**config.mk**
```make
export PLATFORM = sky130hd
export DESIGN_NAME = hex8_front
export DESIGN_NICKNAME = d
export VERILOG_FILES = /design/src/design/hex8_pkg.sv /design/src/design/hex8_front.sv
export SDC_FILE = /design/constraint.sdc
export NUM_CORES = 1
export LEC_CHECK = 0
export BUFFER_PORTS_ARGS = -buffer_cell sky130_fd_sc_hd__clkbuf_2
export CELL_PAD_IN_SITES_DETAIL_PLACEMENT = 0
export CELL_PAD_IN_SITES_GLOBAL_PLACEMENT = 1
export CORE_MARGIN = 1
export CORE_UTILIZATION = 32
export DETAILED_ROUTE_END_ITERATION = 12
export GPL_ROUTABILITY_DRIVEN = 0
export MAX_ROUTING_LAYER = met4
export PLACE_DENSITY = 0.95
export SETUP_SLACK_MARGIN = 0.15
export SYNTH_ARGS = -nofsm -noshare
export SYNTH_HDL_FRONTEND = slang
export SYNTH_SLANG_ARGS = --single-unit
```
**constraint.sdc**
```tcl
create_clock -name vclk -period 5.26
set_input_delay 0.526 -clock vclk [all_inputs]
set_output_delay 0.526 -clock vclk [all_outputs]
set_load 0.1 [all_outputs]
```
**src/design/hex8_pkg.sv**
```systemverilog
`timescale 1ns / 1ps
// ----------------------------------------------------------------------------
// hex8_pkg: shared types and constants of the brick element stiffness block
// Field structs, config struct, queue entry, builder states and node signs.
// ----------------------------------------------------------------------------
package hex8_pkg;

    // fixed point scale of the result and internal arithmetic widths
    localparam int VALUE_FRAC_BITS = 16;
    localparam int LIMB_W          = 32;
    localparam int ACC_W           = 224;
    localparam int NUM_LIMBS       = ACC_W / LIMB_W;
    localparam int REM_W           = 142;
    localparam int NUM_FACTORS     = 4;

    // result table: address is {p, q, three sign bits}
    localparam int TBL_AW    = 7;
    localparam int TBL_DEPTH = 128;
    localparam int TBL_DW    = 65;

    // configuration port
    localparam int CFG_IDX_W  = 3;
    localparam int CFG_DATA_W = 32;
    localparam logic [CFG_IDX_W-1:0] REG_MODULUS  = 3'd0;
    localparam logic [CFG_IDX_W-1:0] REG_POISSON  = 3'd1;
    localparam logic [CFG_IDX_W-1:0] REG_EDGE_X   = 3'd2;
    localparam logic [CFG_IDX_W-1:0] REG_EDGE_Y   = 3'd3;
    localparam logic [CFG_IDX_W-1:0] REG_EDGE_Z   = 3'd4;
    localparam logic [CFG_IDX_W-1:0] REG_MIN_EDGE = 3'd5;

    // error codes
    localparam logic [1:0] ERR_OK      = 2'd0;
    localparam logic [1:0] ERR_POISSON = 2'd1;
    localparam logic [1:0] ERR_EDGE    = 2'd2;

    localparam logic [16:0] ONE_Q16  = 17'd65536;
    localparam logic [4:0]  DOF_LAST = 5'd23;

    typedef struct packed {
        logic [4:0] row_dof;
        logic [4:0] col_dof;
    } req_t;

    typedef struct packed {
        logic signed [63:0] stiffness;
        logic [1:0]         error_code;
        logic               saturated;
    } res_t;

    typedef struct packed {
        logic [31:0] modulus_mpa;
        logic [15:0] poisson_q16;
        logic [31:0] edge_x_mm;
        logic [31:0] edge_y_mm;
        logic [31:0] edge_z_mm;
        logic [31:0] min_edge_mm;
    } cfg_t;

    typedef enum logic {
        KIND_TABLE,
        KIND_ZERO
    } entry_kind_t;

    typedef struct packed {
        entry_kind_t        kind;
        logic [TBL_AW-1:0]  addr;
        logic [1:0]         err;
    } q_entry_t;

    typedef struct packed {
        logic              we;
        logic [TBL_AW-1:0] addr;
        logic [TBL_DW-1:0] data;
    } tbl_wr_t;

    typedef enum logic [2:0] {
        BLD_LOAD,
        BLD_MUL,
        BLD_POST,
        BLD_DIV,
        BLD_WRITE,
        BLD_DONE
    } build_state_t;

    typedef enum logic [1:0] {
        PH_DEN,
        PH_TERM,
        PH_SCALE
    } build_phase_t;

    // 1 when the node's local coordinate along the axis is -1
    function automatic logic node_neg(input logic [1:0] axis, input logic [2:0] node);
        logic r;
        r = 1'b0;
        unique case (axis)
            2'd0:    r = node[1];
            2'd1:    r = ~(node[0] ^ node[1]);
            2'd2:    r = ~node[2];
            default: r = 1'b0;
        endcase
        return r;
    endfunction

endpackage

```
**src/design/hex8_front.sv**
```systemverilog
`timescale 1ns / 1ps
// ----------------------------------------------------------------------------
// hex8_front: request acceptance and classification
// Checks the configuration for errors and maps a row/column pair to an entry
// of the result table.
// ----------------------------------------------------------------------------
module hex8_front (
    input  logic               start,
    input  hex8_pkg::req_t     request,
    input  hex8_pkg::cfg_t     cfg,
    input  logic               table_ready,
    input  logic               queue_full,
    output logic               busy,
    output logic               push,
    output hex8_pkg::q_entry_t push_entry
);

    logic [8:0] r_mul, c_mul;
    logic [2:0] na, nb;
    logic [1:0] p, q, f;
    logic [2:0] s;
    logic       s1, s2;
    logic       edge_bad;
    logic       out_of_range;

    assign busy = !table_ready || queue_full;
    assign push = start && !busy;

    // node = dof / 3 via multiply by 11 over 32 (exact up to 23)
    assign r_mul = 9'(request.row_dof) * 9'd11;
    assign c_mul = 9'(request.col_dof) * 9'd11;
    assign na    = r_mul[7:5];
    assign nb    = c_mul[7:5];
    assign p     = 2'(request.row_dof - 5'(na) * 5'd3);
    assign q     = 2'(request.col_dof - 5'(nb) * 5'd3);
    assign f     = 2'd3 - p - q;

    // sign products between the two nodes
    always_comb
    begin
        for (int i = 0; i < 3; i++)
        begin
            s[i] = hex8_pkg::node_neg(2'(i), na) ^ hex8_pkg::node_neg(2'(i), nb);
        end
    end
    assign s1 = hex8_pkg::node_neg(p, na) ^ hex8_pkg::node_neg(q, nb);
    assign s2 = hex8_pkg::node_neg(q, na) ^ hex8_pkg::node_neg(p, nb);

    assign edge_bad = (cfg.edge_x_mm == 32'd0) || (cfg.edge_x_mm < cfg.min_edge_mm)
                   || (cfg.edge_y_mm == 32'd0) || (cfg.edge_y_mm < cfg.min_edge_mm)
                   || (cfg.edge_z_mm == 32'd0) || (cfg.edge_z_mm < cfg.min_edge_mm);
    assign out_of_range = (request.row_dof > hex8_pkg::DOF_LAST)
                       || (request.col_dof > hex8_pkg::DOF_LAST);

    // classify the beat
    always_comb
    begin
        push_entry.kind = hex8_pkg::KIND_TABLE;
        push_entry.err  = hex8_pkg::ERR_OK;
        if (p == q)
        begin
            push_entry.addr = {p, q, s[2], s[1], s[0]};
        end
        else
        begin
            push_entry.addr = {p, q, s[f], s1, s2};
        end
        priority if (cfg.poisson_q16[15])
        begin
            push_entry.kind = hex8_pkg::KIND_ZERO;
            push_entry.err  = hex8_pkg::ERR_POISSON;
        end
        else if (edge_bad)
        begin
            push_entry.kind = hex8_pkg::KIND_ZERO;
            push_entry.err  = hex8_pkg::ERR_EDGE;
        end
        else if (out_of_range)
        begin
            push_entry.kind = hex8_pkg::KIND_ZERO;
        end
        else
        begin
            push_entry.kind = hex8_pkg::KIND_TABLE;
        end
    end

endmodule

```
==> run summary <==
Status - completed
Design area - 0.004360 mm2
CP max-delay cell - a211o_1
Final hold violations - 0
Switching portion of total power - 65.77%
Dpl cell area - 0.004335 mm2
Post-synthesis cell count - 411
Worst-Margin Slew - 0.5768 ns
Avg Cell Area, Syn - 8.150 um2
Pwr Density - 350.6 mW/mm2
CLK BUF - 0
Area of the multi-input gates - 0.003242 mm2
Number of max-cap violations - 0
Vias in the first global route - 3949
Fillers - 1007
RSZ-0062 raised after global routing - false
Fin. max-slew vios - 0
Final Power - 0.001529 W
Hold Crit Class - primary input to output pin
Layout cells sized above 1 - 30.57%
Hold WS - 1.519 ns
Reg area - 0 um2
Worst-path fanout max - 5
Flop pwr share - 0%
Initial antenna violation count - 0
Remaining DRCs - 0
Detailed placement HPWL - 9.963 mm
Crit end category - output pin
Hold Buf Count CTS - 0
Core area - 0.009955 mm2
Routed WL - 10.60 mm
Slew margin rel. - 61.27%
Critical Path AT - 4.34 ns
Clock share of power - 0%
Vias/cell - 5.378
Routed Antenna Nets - 0
Cell taking the most area after synthesis - ha_1
Combinational Power Share - 100.0%
Port Buffers - 154
CP required - 4.73 ns
Crit Path Category - primary input to output pin
Netlist cell types - 46
Area contributors post-synth - ha_1, a21oi_1, a21o_1
Longest individual stage delay on the worst path - 0.32 ns
Fmax - 205.4 MHz
Ant. Diodes - 0
Initial Util - 33.65%
FF+latch count - 0
Remaining global-route overflow - 0
Net load switching power - 0.001005 W
Final setup TNS - 0 ns
Startpoint types - primary input
Synthesized Nets - 721
Global-route wire length before repair - 17.60 mm
Top cell type's share of synthesized area - 44.45%
DR vias - 3759
Fin nets - 878
Routed WL per cell - 15.16 um
Die footprint - 0.01088 mm2
Row count - 36
Largest net degree at the start of global routing - 9
Yosys warning count - 0
Ports - 201
Crit share post-route - 92.54%
Cell Int Power - 0.0005233 W
Hold-critical path depth - 2
Die X - 104.3 um
Mapped Area - 0.003349 mm2
Synthesis-to-finish area growth - 30.18%
Crit path cell chain - clkbuf_2 > ha_1 > ha_1 > ha_1 > a41o_1 > a211o_1 > and2_4 > xor2_2 > inv_1 > ha_1 > nor2_2 > xnor2_2 > xor2_2 > xnor2_2 > mux2i_1 > a21oi_1 > a211o_1 > buf_4
Overall Global Routing Usage - 19.96%
Chip height - 104.3 um
Share of the yosys chip area belonging to registers - 0%
Worst Setup Slack, final - 0.3923 ns
First-pass DRT Iterations - 4
CP most frequent cell - ha_1
Final setup viols - 0
Peak VDD IR - 0.7551 mV
Crit path time final - 4.868 ns
DP Worst Slack - 0.08082 ns
LEAKAGE - 2.448 nW
Iter 0 DRT Violations - 83
## cells by family (layout without fill, tap and decap cells)
logic type                 count (synthesis)  in the layout  share of synthesized area (%)
buffers and inverters                     40            195                          4.595
muxes                                      8              8                          2.428
and+or+nand+nor                          114            114                          19.16
AOI/OAI and AO/OA                        107            107                          20.21
xor gates and xnor gates                  20             20                          7.658
adders and majority gates                122            122                          45.95
## cell type report
| type | count | area share, % |
|---|---|---|
| Multi-Input combinational cell | 371 | 74.35 |
| Timing Repair Buffer | 156 | 18.48 |
| Tap cell | 133 | 3.816 |
| Inverter | 39 | 3.357 |
## through the flow
step | util, % | std cells
floorplan | - | 411
global placement | 43.55 | 698
detailed placement | 43.55 | 698
CTS | 43.58 | 698
global route | 43.80 | 699
finish | 43.80 | 699
## worst max-delay path, delay by kind of cell
family	cells	cell delay [ns]
mux	1	0.23
buf+inv	3	0.42
compound gates	4	0.92
xor+xnor	4	0.84
fa+ha+maj	4	1.07
simple gates	2	0.32
## routing by layer
metal | track usage [%] | vias up | routed length, um
met2 | 38.27 | 112 | 5460
met5 | - | - | 0
met4 | 5.204 | 0 | 276
li1 | - | 1904 | -
met1 | 21.62 | 1721 | 4380
met3 | 2.005 | 22 | 481
## cell usage in the layout (no fill, tap or decap), types with 2 or more instances in the layout
master / Yosys / layout
nor2_2: 0 / 2
nor4_1: 25 / 25
o21a_1: 3 / 3
xnor2_4: 2 / 2
and4_1: 2 / 2
inv_1: 39 / 39
nand3_1: 8 / 8
a21o_1: 25 / 25
or4_1: 2 / 2
o21ai_0: 23 / 23
nor3_1: 5 / 5
o221ai_1: 2 / 2
nand2_1: 14 / 14
a211o_1: 3 / 3
a211oi_1: 2 / 2
a2111oi_0: 2 / 2
mux2i_1: 7 / 6
xor2_2: 2 / 3
a21oi_1: 38 / 38
xnor2_1: 7 / 7
nor2_1: 15 / 13
nand3b_1: 2 / 2
xnor2_2: 2 / 2
clkbuf_2: 0 / 151
fa_1: 2 / 2
buf_4: 1 / 3
nand2b_1: 7 / 7
xor2_1: 6 / 4
nor2b_1: 5 / 5
nand4_1: 24 / 24
ha_1: 119 / 119
## what timing repair did
action | in CTS | in global routing
gates resized for setup | 2 | 7
buffers inserted | 0 | 1
pin swaps | 0 | 0
endpoints found under the setup margin | 2 | 3
## path summary, 6_finish.rpt
kind / from / endpoint / slack (ns)
worst max-delay path: request[5] / push_entry[4] / 0.39
worst min-delay path: cfg[143] / push_entry[0] / 1.52
## synth_stat cells, types with 5 or more instances
cell and count:
ha_1 119, inv_1 39, a21oi_1 38, a21o_1 25, nor4_1 25, nand4_1 24
o21ai_0 23, nor2_1 15, nand2_1 14, nand3_1 8, mux2i_1 7, nand2b_1 7
xnor2_1 7, xor2_1 6, nor2b_1 5, nor3_1 5
## power groups by stage
stage	registers [W]	logic, W	clock network [W]
floorplan	0	0.00119	0
global placement	0	0.00146	0
detailed placement	0	0.00149	0
CTS	0	0.00151	0
global route	0	0.00163	0
finish	0	0.00153	0
No activity file was read; power rests on OpenSTA's default activity.
