[src/design/hex8_ram.sv]
`timescale 1ns / 1ps
// ----------------------------------------------------------------------------
// hex8_ram: generic single write, single read RAM
// One write port and one read port with registered read data.
// ----------------------------------------------------------------------------
module hex8_ram #(
    parameter int DATA_W = 8,
    parameter int DEPTH  = 16
) (
    input  logic                     clk,
    input  logic                     we,
    input  logic [$clog2(DEPTH)-1:0] waddr,
    input  logic [DATA_W-1:0]        wdata,
    input  logic [$clog2(DEPTH)-1:0] raddr,
    output logic [DATA_W-1:0]        rdata
);

    logic [DATA_W-1:0] mem_reg [DEPTH];
    logic [DATA_W-1:0] rdata_reg;

    always_ff @(posedge clk)
    begin
        if (we)
        begin
            mem_reg[waddr] <= wdata;
        end
        rdata_reg <= mem_reg[raddr];
    end

    assign rdata = rdata_reg;

endmodule

[config.mk]
export PLATFORM = sky130hd
export DESIGN_NAME = hex8_ram
export DESIGN_NICKNAME = d
export VERILOG_FILES = /design/src/design/hex8_ram.sv
export SDC_FILE = /design/constraint.sdc
export NUM_CORES = 1
export LEC_CHECK = 0
export ABC_CLOCK_PERIOD_IN_PS = 1880
export BUFFER_PORTS_ARGS = -buffer_cell sky130_fd_sc_hd__buf_2
export CAP_MARGIN = 10
export CORE_AREA = 4 4 98 100
export DETAILED_ROUTE_END_ITERATION = 8
export DIE_AREA = 0 0 102 104
export GPL_TIMING_DRIVEN = 1
export PLACE_DENSITY = 0.77
export SYNTH_ARGS = -nofsm -noshare
export SYNTH_HDL_FRONTEND = slang
export SYNTH_SLANG_ARGS = --single-unit
[constraint.sdc]
create_clock -name clk -period 1.88 [get_ports clk]
set_input_delay 0.188 -clock clk [delete_from_list [all_inputs] [get_ports clk]]
set_output_delay 0.188 -clock clk [all_outputs]
set_load 0.05 [all_outputs]
==> results.md, run 1 <==
- Cts repair resizes: 0
- Class of the most critical hold timing path: in2reg
- Static Leak: 2.08 nW
- First-pass GRT wire length: about 15 mm
- Count of final setup violators: 0
- Post-Synthesis Cells: 229
- Layout net count: about 300
- Die Y-Extent: roughly 100 um
- Hold-fix buffer count after cts: 0
- Number of hold-slack violations in the final timing report: 0
- Largest family of logic cells by synthesized area: multiplexers
- Power density over the cells: between 1000 and 1500 nW/um2
- Filler cell count in the final layout: between 500 and 600
- Run status: completed
- Worst Max-Slew Pin Slew: 0.415 ns
- Data required time of the worst path: 2.27 ns
- Dominant cell type by area after synthesis: sky130_fd_sc_hd__edfxtp_1
- Clock buffers created by TritonCTS: 17
- Slew Limit Fails: 0
- Total area of multi-input combinational cells: roughly 1100 um2
- Die X: 102 um
- Clock input transition at the sequential cells of the worst setup and hold paths: ~0.060 ns
- Number of remaining DRC errors: 0
- Max Fanout on Critical Path: 1
- Fin worst setup slack: ~0.53 ns
- Post-synthesis share of cell area spent on full adders, half adders and majority gates: 0%
- Mux contribution to synthesized area: roughly 15%
- CP Launch Type: flop
- Post-synth design cell area: 5150 um2
- Net count of the mapped netlist: 247
- RSZ-0062 raised after global routing: false
- RD Place Congestion: between 0.7 and 0.8
- Syn avg cell area: between 20 and 25 um2
- Port Buffers: 25
- Post-CTS setup buffer count: 0
- Simple logic cell fraction of the synthesized area: about 3.2%
- Maximum number of pins on one net before global-route repair: 21
- Worst Setup Slack post-DPL: a little over 0.3 ns
- Synth top area share: ~75%
- Max frequency: between 700 and 800 MHz
- Via count of the first global-routing pass: 2545
- Average detailed-routed wire length per instance: ~24 um
- Combined flip-flop and latch cell area: 4000 um2
- Later-pin clock latency in the skew report: 0.52 ns
- Total of warnings raised by yosys: 0
- Vias/cell: 6.09
- IO Count: 26
- Maxcap violations: 0
- Number of different library cells in the post-synthesis netlist: 19
- CTS tree: built
- Flip-flop count of the largest register, all copies and words added: 128
- Dominant cells by area after synthesis: sky130_fd_sc_hd__edfxtp_1, sky130_fd_sc_hd__mux4_2, sky130_fd_sc_hd__mux4_1
- Proportion of layout cells with a drive suffix above 1: around a third
- Ant. Diodes: 0
- Growth of design area from synthesis to finish: 17.6%
- Kind of critical path: reg2reg
- Number of violations reported at the end of detailed-routing iteration 0: roughly 230
- GRT Total Usage: about a fifth
- Dpl hpwl: slightly below 6 mm
- Placeable core region: slightly below 9000 um2
- Wire length after detailed routing: 9.63 mm
- Number of standard cells in the final layout excluding fillers: a little over 400
- Clock buffer depth: 2
- Count of state elements after synthesis: around 140
- Count of TritonRoute iterations in the first routing pass: 4
- Max IR drop VDD: between 600 and 700 uV
- Xor and xnor area share after synthesis: 0%
- Root cell of the clock tree: sky130_fd_sc_hd__clkbuf_8
- Sequential share of the synthesized area: 77.8%
- Capturing element type of the critical path: flop
- Fin util: between 60% and 70%
- Placed cell count: around 380
- Hold_ws: approximately 0.051 ns
- Antenna violation net count after detailed routing: 0
- Clock Sinks: roughly 140
- Vias post-DR: 2479
- Max-Slew Margin vs Limit: 72.3%
- Final setup skew: 0.00902 ns
- Number of antenna violations at the first check in global routing: 0
- Setup TNS: 0 ns
- Level count of the clock H-tree: 4
- Starting density of the core: around three fifths
- Die ar.: around 11000 um2
- Total global routing overflow: 0
- Synth Area in Compound Gates: under 10%
- Arrival @ worst endpoint: 1.74 ns
- Core Rows: 34
- Final Cycle Share: between 70% and 80%
- Final min period: roughly 1.3 ns
[layout make-up]
class,instances,share of cell area [%]
Clock inverter,13,2.05
Clock buffer,19,6.97
Timing Repair Buffer,48,5.13
Multi-Input combinational cell,83,17.5
Sequential cell,136,66.2
Tap cell,108,2.23
[where the power goes]
group | internal [mW] | total [mW] | leakage [nW] | switching [mW]
clock | 1.76 | 2.99 | 0.259 | 1.23
combinational | 0.140 | 0.382 | 0.596 | 0.242
sequential | 3.39 | 3.41 | 1.22 | 0.0174
[stage by stage]
| step | power, mW | area [um2] |
|---|---|---|
| after floorplan | 3.71 | 5150 |
| after global placement | 3.84 | 5510 |
| after detailed placement | 3.85 | 5510 |
| after CTS | 6.85 | 6050 |
| after global routing | 7.01 | 6050 |
| final | 6.78 | 6050 |
[metal layers]
layer	track usage (%)	vias to the layer above	wire [um]
li1	-	1090	-
met4	6.00	0	102
met2	29.8	107	4770
met3	5.90	9	744
met5	0	-	0
met1	29.6	1273	4010
[critical path, cell delays in order, from the launching register on]
cell,delay (ns)
sky130_fd_sc_hd__edfxtp_1,0.35
sky130_fd_sc_hd__mux4_1,0.50
sky130_fd_sc_hd__a22oi_1,0.26
sky130_fd_sc_hd__nand2_1,0.12
[cells in the mapped netlist]
cell / number
sky130_fd_sc_hd__nor2b_1: 1
sky130_fd_sc_hd__edfxtp_1: 128
sky130_fd_sc_hd__a22oi_1: 16
sky130_fd_sc_hd__nand2b_1: 2
sky130_fd_sc_hd__buf_2: 3
sky130_fd_sc_hd__nand3b_1: 2
sky130_fd_sc_hd__buf_6: 3
sky130_fd_sc_hd__and2b_1: 1
sky130_fd_sc_hd__nor3_1: 4
sky130_fd_sc_hd__nand3_1: 1
sky130_fd_sc_hd__mux4_1: 14
sky130_fd_sc_hd__nor2_1: 13
sky130_fd_sc_hd__and2_1: 1
sky130_fd_sc_hd__buf_4: 1
sky130_fd_sc_hd__nand2_1: 9
sky130_fd_sc_hd__or3b_2: 1
sky130_fd_sc_hd__clkdlybuf4s25_2: 3
sky130_fd_sc_hd__dfxtp_1: 8
sky130_fd_sc_hd__mux4_2: 18
[cell families (layout without fill, tap and decap cells)]
logic type | after synthesis | after routing
AOI/OAI and AO/OA | 16 | 16
and+or+nand+nor | 35 | 35
DFF | 136 | 136
muxes | 32 | 32
buffers and inverters | 10 | 80
[cells in the final DEF (no fill, tap or decap), types with 8 or more instances in the layout]
master                      netlist  routed
sky130_fd_sc_hd__buf_4            1      22
sky130_fd_sc_hd__mux4_1          14      14
sky130_fd_sc_hd__mux4_2          18      18
sky130_fd_sc_hd__dfxtp_1          8       8
sky130_fd_sc_hd__clkbuf_16        0      16
sky130_fd_sc_hd__a22oi_1         16      16
sky130_fd_sc_hd__nand2_1          9       9
sky130_fd_sc_hd__nor2_1          13      13
sky130_fd_sc_hd__edfxtp_1       128     128
sky130_fd_sc_hd__buf_2            3      25
[worst paths after layout]
check / startpoint / to / slack [ns] / cells past startpoint
setup reg to reg: mem_reg[1][0]$_DFFE_PP_ / rdata[0]$_DFF_P_ / 0.53 / 3
setup / recovery: mem_reg[1][0]$_DFFE_PP_ / rdata[0]$_DFF_P_ / 0.53 / 3
hold reg to reg: mem_reg[11][4]$_DFFE_PP_ / rdata[4]$_DFF_P_ / 0.67 / 3
hold / removal: wdata[0] / mem_reg[9][0]$_DFFE_PP_ / 0.05 / 1
(Power assumes the default switching activity.)
==> run 2: changes to the inputs <==
Settings changed: ABC_CLOCK_PERIOD_IN_PS 1880 to 1250.
Clock period 1.88 ns to 1.25 ns, I/O delays scaled along.
==> run 2 against run 1 <==
The flow now finishes with violations (setup timing); register-to-register slack worse by 0.61 ns; largest cell class unchanged; clock-buffer cell count grew 1; clock skew about the same; combinational power is 79% higher; via count grew 5.1%; final area is 6.3% higher; setup slack got worse by 0.61 ns; sequential power increased by 51%.
==> results.md, run 2 (same netlist as run 1, synthesis figures left out) <==
- Run status: finished with violations
- Failing checks: setup timing
- Clock input transition at the sequential cells of the worst setup and hold paths: 0.06 ns (about the same)
- Final min period: 1.33 ns (-0.0185 ns)
- Level count of the clock H-tree: 4 (unchanged)
- Proportion of layout cells with a drive suffix above 1: 41.6% (+9.1 points)
- Clock buffer depth: 2 (unchanged)
- Number of remaining DRC errors: 0 (unchanged)
- Arrival @ worst endpoint: 1.72 ns (-0.02 ns)
- Placeable core region: 8680 um2 (unchanged)
- IO Count: 26 (unchanged)
- Die ar.: 10600 um2 (unchanged)
- Root cell of the clock tree: sky130_fd_sc_hd__clkbuf_8
- RSZ-0062 raised after global routing: true
- Most used cells in the layout excluding fill and tap cells: sky130_fd_sc_hd__edfxtp_1, sky130_fd_sc_hd__buf_4, sky130_fd_sc_hd__mux4_2, sky130_fd_sc_hd__buf_2, sky130_fd_sc_hd__clkbuf_16
- Class of the most critical hold timing path: in2reg
- Clock buffers created by TritonCTS: 17 (unchanged)
- Die Y-Extent: 104 um (unchanged)
- CP Launch Type: flop
- Growth of design area from synthesis to finish: 25.0%
- Placed cell count: 390 (+4.0%)
- Data required time of the worst path: 1.65 ns (-0.62 ns)
- CTS tree: built
- Maxcap violations: 0 (unchanged)
- Max frequency: 753 MHz (+1.4%)
- GRT Total Usage: 21.8% (+1.6 points)
- Max IR drop VDD: 1020 uV (+59%)
- Most common library cell in the layout ignoring fill and taps: sky130_fd_sc_hd__edfxtp_1
- Average detailed-routed wire length per instance: 24.4 um (+3.0%)
- Later-pin clock latency in the skew report: 0.52 ns (about the same)
- Count of TritonRoute iterations in the first routing pass: 5 (+1)
- Vias post-DR: 2606 (+5.1%)
- RD Place Congestion: 0.772 (+0.14%)
- Number of hold-slack violations in the final timing report: 0 (unchanged)
- Via count of the first global-routing pass: 2799 (+10%)
- Number of violations reported at the end of detailed-routing iteration 0: 273 (+21%)
- Port Buffers: 25 (unchanged)
- Kind of critical path: reg2reg
- Core Rows: 34 (unchanged)
- Max Fanout on Critical Path: 1 (unchanged)
- Clock Sinks: 136 (unchanged)
- Fin worst setup slack: -0.0776 ns (-0.611 ns)
- Slew Limit Fails: 0 (unchanged)
- Die X: 102 um (unchanged)
- Dpl hpwl: 6.60 mm (+11%)
- Final setup skew: 0.00899 ns (-0.0000270 ns)
- Max-Slew Margin vs Limit: 47.9% (-24 points)
- Static Leak: 2.23 nW (+7.3%)
- Number of antenna violations at the first check in global routing: 0 (unchanged)
- Flip-flop count of the largest register, all copies and words added: 128 (unchanged)
- Starting density of the core: 59.3% (unchanged)
- Antenna violation net count after detailed routing: 0 (unchanged)
- Post-route standard cell area excluding fillers: 6440 um2 (+6.3%)
- Final Cycle Share: 106% (+35 points)
- Vias/cell: 6.09 (about the same)
- Layout net count: 326 (+7.2%)
- Post-Place Cell Area: 5690 um2 (+3.3%)
- Number of standard cells in the final layout excluding fillers: 428 (+5.2%)
- Maximum number of pins on one net before global-route repair: 17 (-19%)
- Total global routing overflow: 0 (unchanged)
- First-pass GRT wire length: 16.4 mm (+9.0%)
- Count of final setup violators: 8 (+8)
- Capturing element type of the critical path: flop
- Wire length after detailed routing: 10.4 mm (+8.3%)
- Ant. Diodes: 0 (unchanged)
- Power density over the cells: 1730 nW/um2 (+55%)
- Worst Max-Slew Pin Slew: 0.780 ns (+0.365 ns)
## run 2: cell types whose count changed in the layout (fill, tap and decap cells not counted), moves of 6 or more
cell,delta
sky130_fd_sc_hd__mux4_2,+6
sky130_fd_sc_hd__a22oi_2,+9
sky130_fd_sc_hd__dlygate4sd3_1,+7
sky130_fd_sc_hd__a22oi_1,-9
sky130_fd_sc_hd__mux4_1,-6
sky130_fd_sc_hd__buf_4,+13
## run 2: worst max-delay path, cell delays in order, from the launching register on
cell and delay (ns):
sky130_fd_sc_hd__edfxtp_1 0.36, sky130_fd_sc_hd__mux4_1 0.54, sky130_fd_sc_hd__a22oi_2 0.21, sky130_fd_sc_hd__nand2_1 0.10
## run 2: power by group
group	total [mW]	internal (mW)	switching, mW
sequential	5.14	5.10	0.0385
combinational	0.685	0.278	0.406
clock	5.33	3.54	1.79
## run 2: worst paths after layout
path,startpoint,end,slack [ns],cells past startpoint
setup / recovery,mem_reg[0][5]$_DFFE_PP_,rdata[5]$_DFF_P_,-0.08,3
hold / removal,wdata[6],mem_reg[1][6]$_DFFE_PP_,0.02,1
setup reg to reg,mem_reg[0][5]$_DFFE_PP_,rdata[5]$_DFF_P_,-0.08,3
hold reg to reg,mem_reg[15][1]$_DFFE_PP_,rdata[1]$_DFF_P_,0.69,3
## run 2: final cells by class
type                    count  area (um2)
flip-flops and latches    136        4000
fillers                   477        2240
multi-input cells          83        1110
repair buffers             70         546
clock buffers              20         445
clock inverters            11         195
well taps                 108         135
## run 2: what timing repair did
item	CTS	global route
gates resized for setup	19	1
hold buffers	7	0
endpoints found under the hold margin	112	0
endpoints found under the setup margin	11	9
setup buffers	0	0
pin swaps	8	2
## run 2: through the flow
| step | setup slack, ns | hold slack, ns | TNS [ns] | total power [mW] | utilization, % |
|---|---|---|---|---|---|
| finish | -0.0776 | 0.0224 | -0.391 | 11.2 | 74.2 |
| global route | -0.149 | 0.0226 | -0.913 | 11.5 | 74.2 |
| CTS | -0.105 | 0.00379 | -0.441 | 11.2 | 74.1 |
| detailed placement | -0.361 | 0.522 | -5.62 | 5.85 | 65.5 |
| global placement | -0.337 | 0.509 | -4.20 | 5.83 | 65.5 |
| floorplan | -0.0115 | 0.224 | -0.0529 | 5.59 | - |
## run 2: metal layers
metal / share of wire [%] / vias to the layer above / track usage [%] / wire, um
met2: 51 / 115 / 34.1 / 5370
li1: - / 1125 / - / -
met4: 1.7 / 0 / 6.65 / 173
met3: 7.4 / 18 / 6.71 / 773
met1: 39 / 1348 / 29.6 / 4120
met5: 0 / - / 0 / 0
==> run 3: changes to the inputs <==
Settings changed: CORE_AREA 4 4 98 100 to 4 4 96 98, CTS_BUF_LIST set to sky130_fd_sc_hd__clkbuf_2, DIE_AREA 0 0 102 104 to 0 0 100 102, PLACE_DENSITY 0.77 to 0.8.
==> run 3 against run 2 <==
The run still ends with setup timing left; final area down 4.6%; combinational power is 7.6% higher; clock skew increased by 0.010 ns; critical path type unchanged; highest routed layer unchanged.
==> results.md, run 3 (same netlist as run 1, synthesis figures left out) <==
- Run status: finished with violations
- Final Cycle Share: 106% (about the same)
- Placed cell count: 384 (-1.5%)
- Max frequency: 753 MHz (about the same)
- Antenna violation net count after detailed routing: 0 (unchanged)
- Max Fanout on Critical Path: 1 (unchanged)
- Worst Path Buf+Inv: 0 (unchanged)
- Clock Sinks: 136 (unchanged)
- Failing checks: setup timing
- Worst-path cell chain: mux4_2, a22oi_2, nand2_1
- Post-route standard cell area excluding fillers: 6140 um2 (-4.6%)
- Max IR drop VDD: 645 uV (-37%)
- Starting density of the core: 60.8% (+1.5 points)
- Power density over the cells: 1360 nW/um2 (-21%)
- Slowest library cell on the worst path: sky130_fd_sc_hd__mux4_2
- CTS tree: built
- Routed length on met1: 3.59 mm (-13%)
- Post-Place Cell Area: 5690 um2 (about the same)
- Growth of design area from synthesis to finish: 19.3%
- Die ar.: 10200 um2 (-3.8%)
- Most used cells in the layout excluding fill and tap cells: sky130_fd_sc_hd__edfxtp_1, sky130_fd_sc_hd__mux4_2, sky130_fd_sc_hd__buf_4, sky130_fd_sc_hd__clkbuf_2, sky130_fd_sc_hd__buf_2
- Capturing element type of the critical path: flop
- Clock input transition at the sequential cells of the worst setup and hold paths: 0.20 ns (+0.14 ns)
- Number of antenna violations at the first check in global routing: 1 (+1)
- Vias post-DR: 2555 (-2.0%)
- Slew Limit Fails: 0 (unchanged)
- Routed wl met3: 673 um (-13%)
- GRT Total Usage: 21.4% (-0.41 points)
- Class of the most critical hold timing path: in2reg
- Die X: 100 um (-2.0%)
- Family of cells with the greatest summed delay on the critical path: multiplexers
- Count of TritonRoute iterations in the first routing pass: 5 (unchanged)
- Core Rows: 34 (unchanged)
- Top routing layer used: met4
- Root cell of the clock tree: sky130_fd_sc_hd__clkbuf_2
- Fin util: 72.5% (-1.6 points)
- Clock buffers created by TritonCTS: 17 (unchanged)
- Met2 wire len: 5.35 mm (-0.37%)
- Maxcap violations: 0 (unchanged)
- Port Buffers: 25 (unchanged)
- CP Launch Type: flop
- Most common library cell in the layout ignoring fill and taps: sky130_fd_sc_hd__edfxtp_1
- Level count of the clock H-tree: 4 (unchanged)
- Maximum number of pins on one net before global-route repair: 17 (unchanged)
- Max-Slew Margin vs Limit: 37.2% (-11 points)
- Later-pin clock latency in the skew report: 0.64 ns (+0.12 ns)
- Kind of critical path: reg2reg
- RSZ-0062 raised after global routing: true
- RD Place Congestion: 0.731 (-5.2%)
- First-pass GRT wire length: 15.2 mm (-7.6%)
- Average detailed-routed wire length per instance: 23.0 um (-5.7%)
- Post-CTS setup buffer count: 0 (unchanged)
- Static Leak: 2.05 nW (-8.2%)
- Delay contributed by the slowest stage of the critical path: 0.50 ns (-0.04 ns)
- Worst Max-Slew Pin Slew: 0.940 ns (+0.160 ns)
- Placeable core region: 8470 um2 (-2.5%)
- Number of standard cells in the final layout excluding fillers: 427 (-0.23%)
- Overall power consumption: 8.37 mW (-25%)
- Number of hold-slack violations in the final timing report: 0 (unchanged)
- Final min period: 1.33 ns (+0.000549 ns)
- Wire length after detailed routing: 9.81 mm (-5.9%)
- Number of violations reported at the end of detailed-routing iteration 0: 231 (-15%)
- Die Y-Extent: 102 um (-1.9%)
- Final setup skew: 0.0193 ns (+0.0104 ns)
- Total global routing overflow: 0 (unchanged)
- Number of remaining DRC errors: 0 (unchanged)
- Via count of the first global-routing pass: 2637 (-5.8%)
- Flip-flop count of the largest register, all copies and words added: 128 (unchanged)
- Dpl hpwl: 6.65 mm (+0.79%)
- Clock buffer depth: 2 (unchanged)
- Fin worst setup slack: -0.0781 ns (-0.000549 ns)
- Arrival @ worst endpoint: 1.88 ns (+0.16 ns)
- Data required time of the worst path: 1.80 ns (+0.15 ns)
- IO Count: 26 (unchanged)
- Proportion of layout cells with a drive suffix above 1: 45.9% (+4.3 points)
- Count of final setup violators: 13 (+5)
- Layout net count: 323 (-0.92%)
- Vias/cell: 5.98 (-1.7%)
==> run 3: cell types whose count changed in the layout (fill, tap and decap cells not counted), sizes merged <==
cell and delta:
dlygate4sd3 +3, clkinvlp +1, bufinv -3, clkinv +4, clkbuf -2, buf -6, inv +1, diode +1
==> run 3: cell type report <==
| cell class | instances | area [um2] |
|---|---|---|
| Sequential cell | 136 | 4020 |
| Timing Repair Buffer | 67 | 642 |
| Clock inverter | 14 | 151 |
| Multi-Input combinational cell | 83 | 1100 |
| Antenna cell | 1 | 2.50 |
| Clock buffer | 18 | 90.1 |
| Tap cell | 108 | 135 |
| Fill cell | 477 | 2330 |
==> run 3: final timing paths <==
check | start | to | slack [ns] | depth (start not counted)
setup / recovery | mem_reg[10][4]$_DFFE_PP_ | rdata[4]$_DFF_P_ | -0.08 | 3
hold / removal | raddr[2] | rdata[0]$_DFF_P_ | 0.05 | 4
setup reg to reg | mem_reg[10][4]$_DFFE_PP_ | rdata[4]$_DFF_P_ | -0.08 | 3
hold reg to reg | mem_reg[15][0]$_DFFE_PP_ | rdata[0]$_DFF_P_ | 0.69 | 3
==> run 3: worst register-to-register path, stage by stage (launching register included) <==
cell	delay [ns]
sky130_fd_sc_hd__edfxtp_1	0.45
sky130_fd_sc_hd__mux4_2	0.50
sky130_fd_sc_hd__a22oi_2	0.22
sky130_fd_sc_hd__nand2_1	0.07
==> run 3: stage by stage <==
stage / setup slack [ns] / hold WS, ns / setup TNS (ns)
after floorplan: -0.0115 / 0.224 / -0.0529
after global placement: -0.296 / 0.511 / -2.56
after detailed placement: -0.334 / 0.525 / -3.29
after CTS: -0.136 / 0.000826 / -1.16
after global routing: -0.158 / 0.0375 / -1.71
final: -0.0781 / 0.0472 / -0.534
==> run 3: metal layers <==
layer	global-route usage, %	up-vias
li1	-	1115
met1	27.3	1295
met2	36.4	132
met3	3.89	13
met4	9.64	0
met5	0	-
==> run 3: power by group <==
part / switching (mW) / leakage, nW / total, mW / internal (mW)
Clock: 1.55 / 0.135 / 2.48 / 0.933
Combinational: 0.396 / 0.687 / 0.737 / 0.341
Sequential: 0.0519 / 1.23 / 5.15 / 5.10
Total: 1.99 / 2.05 / 8.37 / 6.37
==> run 3: what timing repair did <==
action | in CTS | in global routing
pin swaps | 9 | 2
endpoints found under the hold margin | 136 | 0
cloned | 0 | 0
hold buffers | 10 | 0
setup endpoints to repair | 16 | 16
gates resized for setup | 52 | 6
