==> config.mk <==
export PLATFORM = sky130hd
export DESIGN_NAME = hex8_back
export DESIGN_NICKNAME = d
export VERILOG_FILES = /design/src/design/hex8_pkg.sv /design/src/design/hex8_back.sv
export SDC_FILE = /design/constraint.sdc
export NUM_CORES = 1
export LEC_CHECK = 0
export CORE_ASPECT_RATIO = 0.9
export CORE_UTILIZATION = 40
export CTS_BUF_LIST = sky130_fd_sc_hd__clkbuf_4
export DETAILED_ROUTE_END_ITERATION = 10
export DONT_BUFFER_PORTS = 1
export MAX_ROUTING_LAYER = met4
export PLACE_DENSITY = 0.59
export SLEW_MARGIN = 20
export SYNTH_ARGS = -nofsm -noshare
export SYNTH_HDL_FRONTEND = slang
export SYNTH_SLANG_ARGS = --single-unit
==> constraint.sdc <==
create_clock -name clk -period 0.8 [get_ports clk]
set_input_delay 0.16 -clock clk [delete_from_list [all_inputs] [get_ports clk]]
set_output_delay 0.16 -clock clk [all_outputs]
set_load 0.02 [all_outputs]
==> src/design/hex8_pkg.sv <==
`timescale 1ns / 1ps
// ----------------------------------------------------------------------------
// hex8_pkg: shared types and constants of the brick element stiffness block
// Field structs, config struct, queue entry, builder states and node signs.
// ----------------------------------------------------------------------------
package hex8_pkg;

    // fixed point scale of the result and internal arithmetic widths
    localparam int VALUE_FRAC_BITS = 16;
    localparam int LIMB_W          = 32;
    localparam int ACC_W           = 224;
    localparam int NUM_LIMBS       = ACC_W / LIMB_W;
    localparam int REM_W           = 142;
    localparam int NUM_FACTORS     = 4;

    // result table: address is {p, q, three sign bits}
    localparam int TBL_AW    = 7;
    localparam int TBL_DEPTH = 128;
    localparam int TBL_DW    = 65;

    // configuration port
    localparam int CFG_IDX_W  = 3;
    localparam int CFG_DATA_W = 32;
    localparam logic [CFG_IDX_W-1:0] REG_MODULUS  = 3'd0;
    localparam logic [CFG_IDX_W-1:0] REG_POISSON  = 3'd1;
    localparam logic [CFG_IDX_W-1:0] REG_EDGE_X   = 3'd2;
    localparam logic [CFG_IDX_W-1:0] REG_EDGE_Y   = 3'd3;
    localparam logic [CFG_IDX_W-1:0] REG_EDGE_Z   = 3'd4;
    localparam logic [CFG_IDX_W-1:0] REG_MIN_EDGE = 3'd5;

    // error codes
    localparam logic [1:0] ERR_OK      = 2'd0;
    localparam logic [1:0] ERR_POISSON = 2'd1;
    localparam logic [1:0] ERR_EDGE    = 2'd2;

    localparam logic [16:0] ONE_Q16  = 17'd65536;
    localparam logic [4:0]  DOF_LAST = 5'd23;

    typedef struct packed {
        logic [4:0] row_dof;
        logic [4:0] col_dof;
    } req_t;

    typedef struct packed {
        logic signed [63:0] stiffness;
        logic [1:0]         error_code;
        logic               saturated;
    } res_t;

    typedef struct packed {
        logic [31:0] modulus_mpa;
        logic [15:0] poisson_q16;
        logic [31:0] edge_x_mm;
        logic [31:0] edge_y_mm;
        logic [31:0] edge_z_mm;
        logic [31:0] min_edge_mm;
    } cfg_t;

    typedef enum logic {
        KIND_TABLE,
        KIND_ZERO
    } entry_kind_t;

    typedef struct packed {
        entry_kind_t        kind;
        logic [TBL_AW-1:0]  addr;
        logic [1:0]         err;
    } q_entry_t;

    typedef struct packed {
        logic              we;
        logic [TBL_AW-1:0] addr;
        logic [TBL_DW-1:0] data;
    } tbl_wr_t;

    typedef enum logic [2:0] {
        BLD_LOAD,
        BLD_MUL,
        BLD_POST,
        BLD_DIV,
        BLD_WRITE,
        BLD_DONE
    } build_state_t;

    typedef enum logic [1:0] {
        PH_DEN,
        PH_TERM,
        PH_SCALE
    } build_phase_t;

    // 1 when the node's local coordinate along the axis is -1
    function automatic logic node_neg(input logic [1:0] axis, input logic [2:0] node);
        logic r;
        r = 1'b0;
        unique case (axis)
            2'd0:    r = node[1];
            2'd1:    r = ~(node[0] ^ node[1]);
            2'd2:    r = ~node[2];
            default: r = 1'b0;
        endcase
        return r;
    endfunction

endpackage

==> src/design/hex8_back.sv <==
`timescale 1ns / 1ps
// ----------------------------------------------------------------------------
// hex8_back: table lookup and result output
// Reads the result table for each queued beat and registers the result.
// ----------------------------------------------------------------------------
module hex8_back (
    input  logic                            clk,
    input  logic                            rst_n,
    input  logic                            head_valid,
    input  hex8_pkg::q_entry_t              head,
    output logic                            pop,
    output logic [hex8_pkg::TBL_AW-1:0]     raddr,
    input  logic [hex8_pkg::TBL_DW-1:0]     rdata,
    output logic                            done,
    output hex8_pkg::res_t                  result
);

    logic                 s1_valid_reg;
    hex8_pkg::entry_kind_t s1_kind_reg;
    logic [1:0]           s1_err_reg;
    logic                 done_reg;
    hex8_pkg::res_t       result_reg, result_next;

    assign pop   = head_valid;
    assign raddr = head.addr;

    // result select
    always_comb
    begin
        if (s1_kind_reg == hex8_pkg::KIND_TABLE)
        begin
            result_next.stiffness  = rdata[63:0];
            result_next.error_code = hex8_pkg::ERR_OK;
            result_next.saturated  = rdata[64];
        end
        else
        begin
            result_next.stiffness  = '0;
            result_next.error_code = s1_err_reg;
            result_next.saturated  = 1'b0;
        end
    end

    always_ff @(posedge clk or negedge rst_n)
    begin
        if (!rst_n)
        begin
            s1_valid_reg <= 1'b0;
            done_reg     <= 1'b0;
        end
        else
        begin
            s1_valid_reg <= head_valid;
            done_reg     <= s1_valid_reg;
        end
    end

    always_ff @(posedge clk)
    begin
        s1_kind_reg <= head.kind;
        s1_err_reg  <= head.err;
        result_reg  <= result_next;
    end

    assign done   = done_reg;
    assign result = result_reg;

endmodule

==> impl_results.md, run 1 <==
* Met1 Use GR at 17.4%
* WP data required at 0.64 ns
* Hold_sp: head[3]
* CTS clk-pin slew, worst paths at 0.10 ns
* Pwr dens at 2210 nW/µm²
* Clock power share at a little over a third
* Final Skew at 0.0125 ns
* Reg-to-reg endpoint: result[48]$_SDFF_PP0_
* Crit Path Class: reg2out
* RePlAce Congestion at 0.768
* Fmax at 992 MHz
* Status: complete, but fails checks
* M3 GR Usage at 7.63%
* Die area at 5230 µm²
* Worst-path fanout max at 1
* Filler cells at 323
* Worst setup margin at -0.208 ns
* Finish-stage setup viols at just under 70
* Final instance area at ~3100 µm²
* HP Class: in2out
* Max reg flops at 67
* Number of antenna diodes at 0
* Most common cell after layout, fill and taps aside: dlygate4sd3_1
* GR Util met2 at roughly a third
* Warnings from Yosys at 0
* CTS tree: yes
* CTS Root Cell: clkbuf_4
* Worst r2r src: s1_kind_reg$_DFF_P_
* Floorplan row count at 23
* First-pass GRT wire length at 7.12 mm
* Share of cells above drive strength 1 at ~38%
* DRT Wirelength at 4.81 mm
* Sequential cell area at 1710 µm²
* WL/cell at roughly 17 µm
* Worst vdd ir at 1.44 mV
* Worst EP arrival at roughly 0.85 ns
* TNS Setup at -9.37 ns
* Area of the multi-input gates at 424 µm²
* Final core utilization at around 70%
* First-pass DRT Iterations at 4
* Final Hold Violating Endpoints at 0
* Final Cycle Share at 126%
* Most frequent cells in the layout: 71 x dlygate4sd3_1, 68 x dfxtp_4, 63 x nor2b_1
* P_sw at 1.59 mW
* Worst-Margin Slew at 0.139 ns
* Pins over their slew limit at 0
* Mapped Nets at between 200 and 250
* Avg Inst Size Synth at 12.9 µm²
* Min Tclk post-route at 1.01 ns
* Total Nets Final at 302
* GR peak layer: met2
* GRT Resource Usage Total at 19.6%
* Critical path startpoint category: register
* Comb power frac at 7.1%
* Synth cell types at 7
* Power, Total at 6.94 mW
* Clk buf depth at 2
* Mapped Cells at 154
* Sequential-to-total area share from yosys stat at between 70% and 80%
* DR vias at between 1000 and 1500
* Placed Area at around 2000 µm²
* Antenna-violating nets left at 0
* Max-Cap Viols at 0
* Slew headroom at between 90% and 100%
* Starting DRT DRC Count at 13
* Leakage Power at about 1.2 nW
* Core Region at around 4600 µm²
* RSZ-0062 raised after global routing: true
* DRC Markers at 0
* Area Overhead vs Synth at 58.7%
* I/O pins at 154
* Netlist Area Pre-Place at 1980 µm²
* # clock sinks at slightly above 70
* Initial core utilization at 43.0%
* H-tree levels at 3
* Die height at 68.7 µm
* Vias in the first global route at 1454
* Initial antenna violation count at 0
* Sequential power share at a little under 60%
* Failing checks: negative setup slack
* DR vias/cell at 4.48
* Port bufs at 0
* Die width at 76.2 µm
* Largest net degree at the start of global routing at 36
* Flops & latches, synth at about 70
* CTS Buf Count at 9
* Worst skew pair latency at a little under 0.4 ns
* Hold Path Stages at 0
* DP Worst Slack at 0.0476 ns
* Worst R2R Setup Slack at around 0.02 ns
* FF-to-FF path depth at 2
* Cell internal pwr at roughly 5.4 mW
* Total congestion overflow at 0
* Crit end category: primary output
* WHS Endpoint: raddr[1]
* Sw frac at 22.8%
power groups by stage:
stage / clock (mW) / combinational, mW / sequential (mW)
floorplan: 0 / 0.223 / 4.14
global placement: 0 / 0.179 / 4.17
detailed placement: 0 / 0.196 / 4.17
CTS: 2.53 / 0.460 / 4.00
global route: 2.71 / 0.532 / 4.03
finish: 2.44 / 0.490 / 4.01
worst register-to-register path: stages (launching register included):
cell,delay (ns)
dfxtp_4,0.38
buf_12,0.17
nor2b_1,0.16
kinds of logic (layout without fill, tap and decap cells):
group                  after synthesis  in the layout  synth area share (%)
flip-flops                          72             72                  73.3
AND/OR/NAND/NOR                     67             67                  21.2
buffers and inverters               15             90                  5.50
through the flow:
stage	hold slack (ns)	cells
floorplan	-0.136	154
global placement	-0.136	203
detailed placement	-0.136	203
CTS	0.292	290
global route	0.293	291
finish	0.320	291
worst max-delay path by stage:
stage               cells after the start                 from              endpoint  slack, ns
floorplan                               3  s1_kind_reg$_DFF_P_  result[1]$_SDFF_PN0_      0.004
global placement                        2  s1_kind_reg$_DFF_P_  result[1]$_SDFF_PN0_       0.06
detailed placement                      2  s1_kind_reg$_DFF_P_  result[2]$_SDFF_PN0_       0.05
CTS                                     0       done$_DFF_PN0_                  done      -0.25
global route                            0       done$_DFF_PN0_                  done      -0.28
finish                                  0       done$_DFF_PN0_                  done      -0.21
layout make-up:
class / instances / share of cell area, %
flip-flops and latches: 72 / 54.4
repair buffers: 74 / 24.7
multi-input cells: 67 / 13.5
clock buffers: 11 / 2.63
well taps: 62 / 2.47
clock inverters: 5 / 2.31
per-layer routing:
metal	vias to the layer above	share of wire [%]	wire (µm)
met4	0	3.3	160
met5	-	0	0
met3	22	9.3	447
met1	587	35	1670
met2	101	53	2530
li1	594	-	-
Yosys cell counts:
master / count / share of area (%)
buf_6: 1 / 0.57
and2_1: 2 / 0.63
buf_2: 3 / 0.76
nor2b_1: 65 / 21
dfrtp_1: 2 / 2.5
buf_4: 11 / 4.2
dfxtp_1: 70 / 71
what timing repair did:
action,in CTS,in global routing
gates cloned,0,1
buffers inserted,0,0
hold endpoints to repair,71,0
resized for setup,134,4
hold buffers,71,0
setup endpoints to repair,68,71
No activity file was read; power rests on OpenSTA's default activity.
==> inputs of run 2 (changes only) <==
--- a/config.mk
+++ b/config.mk
@@ -7,7 +7,6 @@
 export LEC_CHECK = 0
 export CORE_ASPECT_RATIO = 0.9
 export CORE_UTILIZATION = 40
-export CTS_BUF_LIST = sky130_fd_sc_hd__clkbuf_4
 export DETAILED_ROUTE_END_ITERATION = 10
 export DONT_BUFFER_PORTS = 1
 export MAX_ROUTING_LAYER = met4
==> impl_results.md, run 2 (synthesized netlist as in run 1, its figures left out) <==
* Die height at 68.7 µm (unchanged)
* Cell internal pwr at 5.96 mW (was 5.35 mW)
* Finish-stage setup viols at 68 (unchanged)
* GRT Resource Usage Total at 19.4% (was 19.6%)
* RePlAce Congestion at 0.768 (unchanged)
* Status: complete, but fails checks (unchanged)
* Final core utilization at 69.4% (was 68.2%)
* Die width at 76.2 µm (unchanged)
* Floorplan row count at 23 (unchanged)
* P_sw at 1.64 mW (was 1.59 mW)
* GR Util met2 at 34.5% (was 35.0%)
* First-pass DRT Iterations at 3 (was 4)
* Final Skew at 0.00562 ns (was 0.0125 ns)
* CTS tree: yes (unchanged)
* Filler cells at 308 (was 323)
* Power, Total at 7.60 mW (was 6.94 mW)
* RSZ-0062 raised after global routing: true (unchanged)
* FF-to-FF path depth at 2 (unchanged)
* Number of antenna diodes at 0 (unchanged)
* Worst-path fanout max at 1 (unchanged)
* Fmax at 1070 MHz (was 992 MHz)
* DR vias at 1267 (was 1304)
* WP data required at 0.64 ns (about the same)
* Max-Cap Viols at 0 (unchanged)
* DP Worst Slack at 0.0476 ns (unchanged)
* Worst setup margin at -0.135 ns (was -0.208 ns)
* Port bufs at 0 (unchanged)
* Placed Area at 1990 µm² (unchanged)
* Worst R2R Setup Slack at 0.03 ns (was 0.02 ns)
* DRC Markers at 0 (unchanged)
* HP Class: in2async (was in2out)
* Largest net degree at the start of global routing at 36 (unchanged)
* Pins over their slew limit at 0 (unchanged)
* Clock power share at 40.8% (was 35.2%)
* Comb power frac at 6.4% (was 7.1%)
* Pwr dens at 2380 nW/µm² (was 2210 nW/µm²)
* Crit Path Class: reg2out (unchanged)
* # clock sinks at 72 (unchanged)
* DR vias/cell at 4.37 (was 4.48)
* CTS clk-pin slew, worst paths at 0.07 ns (was 0.10 ns)
* Post-CTS setup buffer count at 0 (unchanged)
* Antenna-violating nets left at 0 (unchanged)
* DRT Wirelength at 4.82 mm (was 4.81 mm)
* Max reg flops at 67 (unchanged)
* Initial core utilization at 43.0% (unchanged)
* M3 GR Usage at 7.63% (unchanged)
* Vias in the first global route at 1423 (was 1454)
* First-pass GRT wire length at 7.00 mm (was 7.12 mm)
* I/O pins at 154 (unchanged)
* Crit end category: primary output (unchanged)
* Most frequent cells in the layout: 70 x dlygate4sd3_1, 68 x dfxtp_4, 64 x nor2b_1 (was 71 x dlygate4sd3_1, 68 x dfxtp_4, 63 x nor2b_1)
* Failing checks: negative setup slack (unchanged)
* WHS at 0.0689 ns (was 0.320 ns)
* H-tree levels at 3 (unchanged)
* Die area at 5230 µm² (unchanged)
* Starting DRT DRC Count at 29 (was 13)
* Sequential power share at 52.8% (was 57.8%)
* Slew headroom at 90.7% (about the same)
* Worst vdd ir at 1.42 mV (was 1.44 mV)
* CTS Buf Count at 9 (unchanged)
* Min Tclk post-route at 0.935 ns (was 1.01 ns)
* GR peak layer: met2 (unchanged)
* Initial antenna violation count at 0 (unchanged)
* Worst EP arrival at 0.78 ns (was 0.85 ns)
* Final Hold Violating Endpoints at 0 (unchanged)
* Share of cells above drive strength 1 at 38.2% (was 38.4%)
* Core Region at 4600 µm² (unchanged)
* Leakage Power at 1.23 nW (was 1.21 nW)
* Final instance area at 3200 µm² (was 3140 µm²)
* Total Nets Final at 301 (was 302)
* Critical path startpoint category: register (unchanged)
* Worst-Margin Slew at 0.140 ns (was 0.139 ns)
* Clk buf depth at 2 (unchanged)
* Met1 Use GR at 17.2% (was 17.4%)
* Worst skew pair latency at 0.32 ns (was 0.39 ns)
* Crit. path cell count at 0 (unchanged)
* WL/cell at 16.6 µm (was 16.5 µm)
* Area Overhead vs Synth at 61.5% (was 58.7%)
* CTS Root Cell: clkbuf_8 (was clkbuf_4)
* Most common cell after layout, fill and taps aside: dlygate4sd3_1 (unchanged)
* Sw frac at 21.6% (was 22.8%)
* Final Cycle Share at 117% (was 126%)
* Total congestion overflow at 0 (unchanged)
-- run 2: cell count changes in the layout (fill, tap and decap cells not counted) --
| cell | delta |
|---|---|
| nor2b_2 | -1 |
| dlygate4sd3_1 | -1 |
| nor2b_1 | +1 |
| clkbuf_8 | +11 |
| clkbuf_1 | +2 |
| clkbuf_4 | -11 |
| clkinv_1 | -2 |
-- run 2: through the flow --
stage	TNS (ns)	instances
after floorplan	0	154
after global placement	0	203
after detailed placement	0	203
after CTS	-6.22	289
after global routing	-6.68	290
final	-4.21	290
-- run 2: worst paths after layout --
kind / start / to
max: done$_DFF_PN0_ / done
min: rst_n / done$_DFF_PN0_
max reg2reg: s1_kind_reg$_DFF_P_ / result[48]$_SDFF_PP0_
min reg2reg: s1_valid_reg$_DFF_PN0_ / done$_DFF_PN0_
max in group asynchronous: rst_n / done$_DFF_PN0_
min in group clk: head[3] / raddr[1]
-- run 2: metal layers --
metal	up-vias	wire, µm
met4	0	195
met5	-	0
met2	96	2490
met1	558	1700
li1	590	-
met3	23	435
-- run 2: what timing repair did --
action,4_1_cts,5_1_grt
hold buffers,70,0
gates cloned,0,1
hold endpoints to repair,71,0
endpoints found under the setup margin,68,70
gates resized for setup,134,3
-- run 2: layout make-up --
cell class | count | area [µm²] | share of cell area [%]
repair buffers | 73 | 766 | 24.0
flip-flops and latches | 72 | 1710 | 53.4
clock buffers | 13 | 159 | 4.97
well taps | 62 | 77.6 | 2.43
multi-input cells | 67 | 422 | 13.2
clock inverters | 3 | 65.1 | 2.04
-- run 2: power groups by stage --
stage	sequential [mW]	clock [mW]	combinational, mW
after global placement	4.17	0	0.179
after floorplan	4.14	0	0.223
after detailed placement	4.17	0	0.196
final	4.01	3.10	0.487
after CTS	4.01	3.22	0.457
after global routing	4.03	3.38	0.526
==> inputs of run 3 (changes only) <==
--- a/config.mk
+++ b/config.mk
@@ -11,6 +11,7 @@
 export DONT_BUFFER_PORTS = 1
 export MAX_ROUTING_LAYER = met4
 export PLACE_DENSITY = 0.59
+export SKIP_LAST_GASP = 1
 export SLEW_MARGIN = 20
 export SYNTH_ARGS = -nofsm -noshare
 export SYNTH_HDL_FRONTEND = slang
==> impl_results.md, run 3 (synthesized netlist as in run 1, its figures left out) <==
* Worst-path fanout max at 1 (unchanged)
* Die area at 5230 µm² (unchanged)
* CTS Root Cell: clkbuf_8 (unchanged)
* Status: complete, but fails checks (unchanged)
* Initial core utilization at 43.0% (unchanged)
* DR vias/cell at 4.39 (was 4.37)
* DR vias at 1273 (was 1267)
* WP data required at 0.64 ns (about the same)
* Initial antenna violation count at 0 (unchanged)
* Total Nets Final at 301 (unchanged)
* Area Overhead vs Synth at 61.4% (was 61.5%)
* WHS at 0.0697 ns (was 0.0689 ns)
* Slew headroom at 90.8% (was 90.7%)
* H-tree levels at 3 (unchanged)
* Crit Path Class: reg2out (unchanged)
* Vias in the first global route at 1423 (unchanged)
* Max reg flops at 67 (unchanged)
* Pwr dens at 2380 nW/µm² (about the same)
* Antenna-violating nets left at 0 (unchanged)
* WL/cell at 16.6 µm (about the same)
* Die width at 76.2 µm (unchanged)
* Final Cycle Share at 117% (about the same)
* Worst vdd ir at 1.42 mV (unchanged)
* Clk buf depth at 2 (unchanged)
* CTS Buf Count at 9 (unchanged)
* # clock sinks at 72 (unchanged)
* Worst setup margin at -0.134 ns (was -0.135 ns)
* Final core utilization at 69.4% (about the same)
* Largest net degree at the start of global routing at 36 (unchanged)
* Crit end category: primary output (unchanged)
* I/O pins at 154 (unchanged)
* HP Class: in2async (unchanged)
* DRC Markers at 0 (unchanged)
* Finish-stage setup viols at 68 (unchanged)
* Worst skew pair latency at 0.32 ns (about the same)
* Total congestion overflow at 0 (unchanged)
* Leakage Power at 1.23 nW (about the same)
* Failing checks: negative setup slack (unchanged)
* Final Skew at 0.00652 ns (was 0.00562 ns)
* First-pass DRT Iterations at 3 (unchanged)
* Share of cells above drive strength 1 at 37.7% (was 38.2%)
* RSZ-0062 raised after global routing: true (unchanged)
* Min Tclk post-route at 0.934 ns (was 0.935 ns)
* Most frequent cells in the layout: 70 x dlygate4sd3_1, 68 x dfxtp_4, 65 x nor2b_1 (was 70 x dlygate4sd3_1, 68 x dfxtp_4, 64 x nor2b_1)
* CTS tree: yes (unchanged)
* DRT Wirelength at 4.82 mm (about the same)
* Port bufs at 0 (unchanged)
* RePlAce Congestion at 0.768 (unchanged)
* Sequential cell area at 1710 µm² (unchanged)
* Starting DRT DRC Count at 27 (was 29)
* CTS clk-pin slew, worst paths at 0.07 ns (about the same)
* Pins over their slew limit at 0 (unchanged)
* GRT Resource Usage Total at 19.4% (unchanged)
* Die height at 68.7 µm (unchanged)
* Post-CTS setup buffer count at 0 (unchanged)
* Number of antenna diodes at 0 (unchanged)
* Max-Cap Viols at 0 (unchanged)
* Worst-Margin Slew at 0.138 ns (was 0.140 ns)
* Core Region at 4600 µm² (unchanged)
* Area of the multi-input gates at 419 µm² (was 422 µm²)
* Fmax at 1070 MHz (about the same)
* Final Hold Violating Endpoints at 0 (unchanged)
* Filler cells at 306 (was 308)
* Floorplan row count at 23 (unchanged)
* Critical path startpoint category: register (unchanged)
* Worst EP arrival at 0.77 ns (was 0.78 ns)
* Most common cell after layout, fill and taps aside: dlygate4sd3_1 (unchanged)
* First-pass GRT wire length at 7.00 mm (unchanged)
## run 3: cell types whose count changed in the layout (fill, tap and decap cells not counted)
cell / previous run / this run
nor2b_1: 64 / 65
nor2b_2: 1 / 0
## run 3: metal layers
layer	track usage, %	routed length, µm	vias to the layer above
met5	-	0	-
met4	14.9	195	0
met3	7.63	427	23
met2	34.5	2480	96
met1	17.2	1710	564
li1	-	-	590
## run 3: worst paths after layout
path                                              from                     to  slack (ns)  depth (start not counted)
worst max-delay path                    done$_DFF_PN0_                   done       -0.13                          0
worst max register to register     s1_kind_reg$_DFF_P_  result[48]$_SDFF_PP0_        0.03                          2
max in group asynchronous                        rst_n         done$_DFF_PN0_        0.59                          1
worst min register to register  s1_valid_reg$_DFF_PN0_         done$_DFF_PN0_        0.38                          0
min in group clk                            head_valid                    pop        0.32                          0
worst min-delay path                             rst_n         done$_DFF_PN0_        0.07                          1
## run 3: area by class of cell
cell class | instances | share of cell area [%]
sequential | 72 | 53.5
timing repair buffer | 73 | 24.0
multi-input combinational | 67 | 13.1
clock buffer | 13 | 4.97
tap | 62 | 2.43
clock inverter | 3 | 2.04
## run 3: stage by stage
step	instances	power (mW)	setup TNS, ns	cell area, µm²	setup slack [ns]
floorplan	154	4.37	0	1980	0.00424
global placement	203	4.35	0	1990	0.0578
detailed placement	203	4.37	0	1990	0.0476
CTS	289	7.68	-6.22	3170	-0.164
global route	290	7.93	-6.67	3190	-0.178
finish	290	7.60	-4.20	3190	-0.134
## run 3: worst reg2reg max path, stage by stage, from the launching register on
cell     delay [ns]
dfxtp_4        0.39
buf_12         0.18
nor2b_1        0.09
## run 3: what timing repair did
item	CTS	global route
gates resized for setup	134	2
cloned	0	1
hold endpoints to repair	71	0
hold buffers	70	0
endpoints found under the setup margin	68	70
## run 3: report_power, final
group	switching (mW)	internal [mW]
Sequential	0.316	3.69
Clock	1.18	1.92
Combinational	0.145	0.341
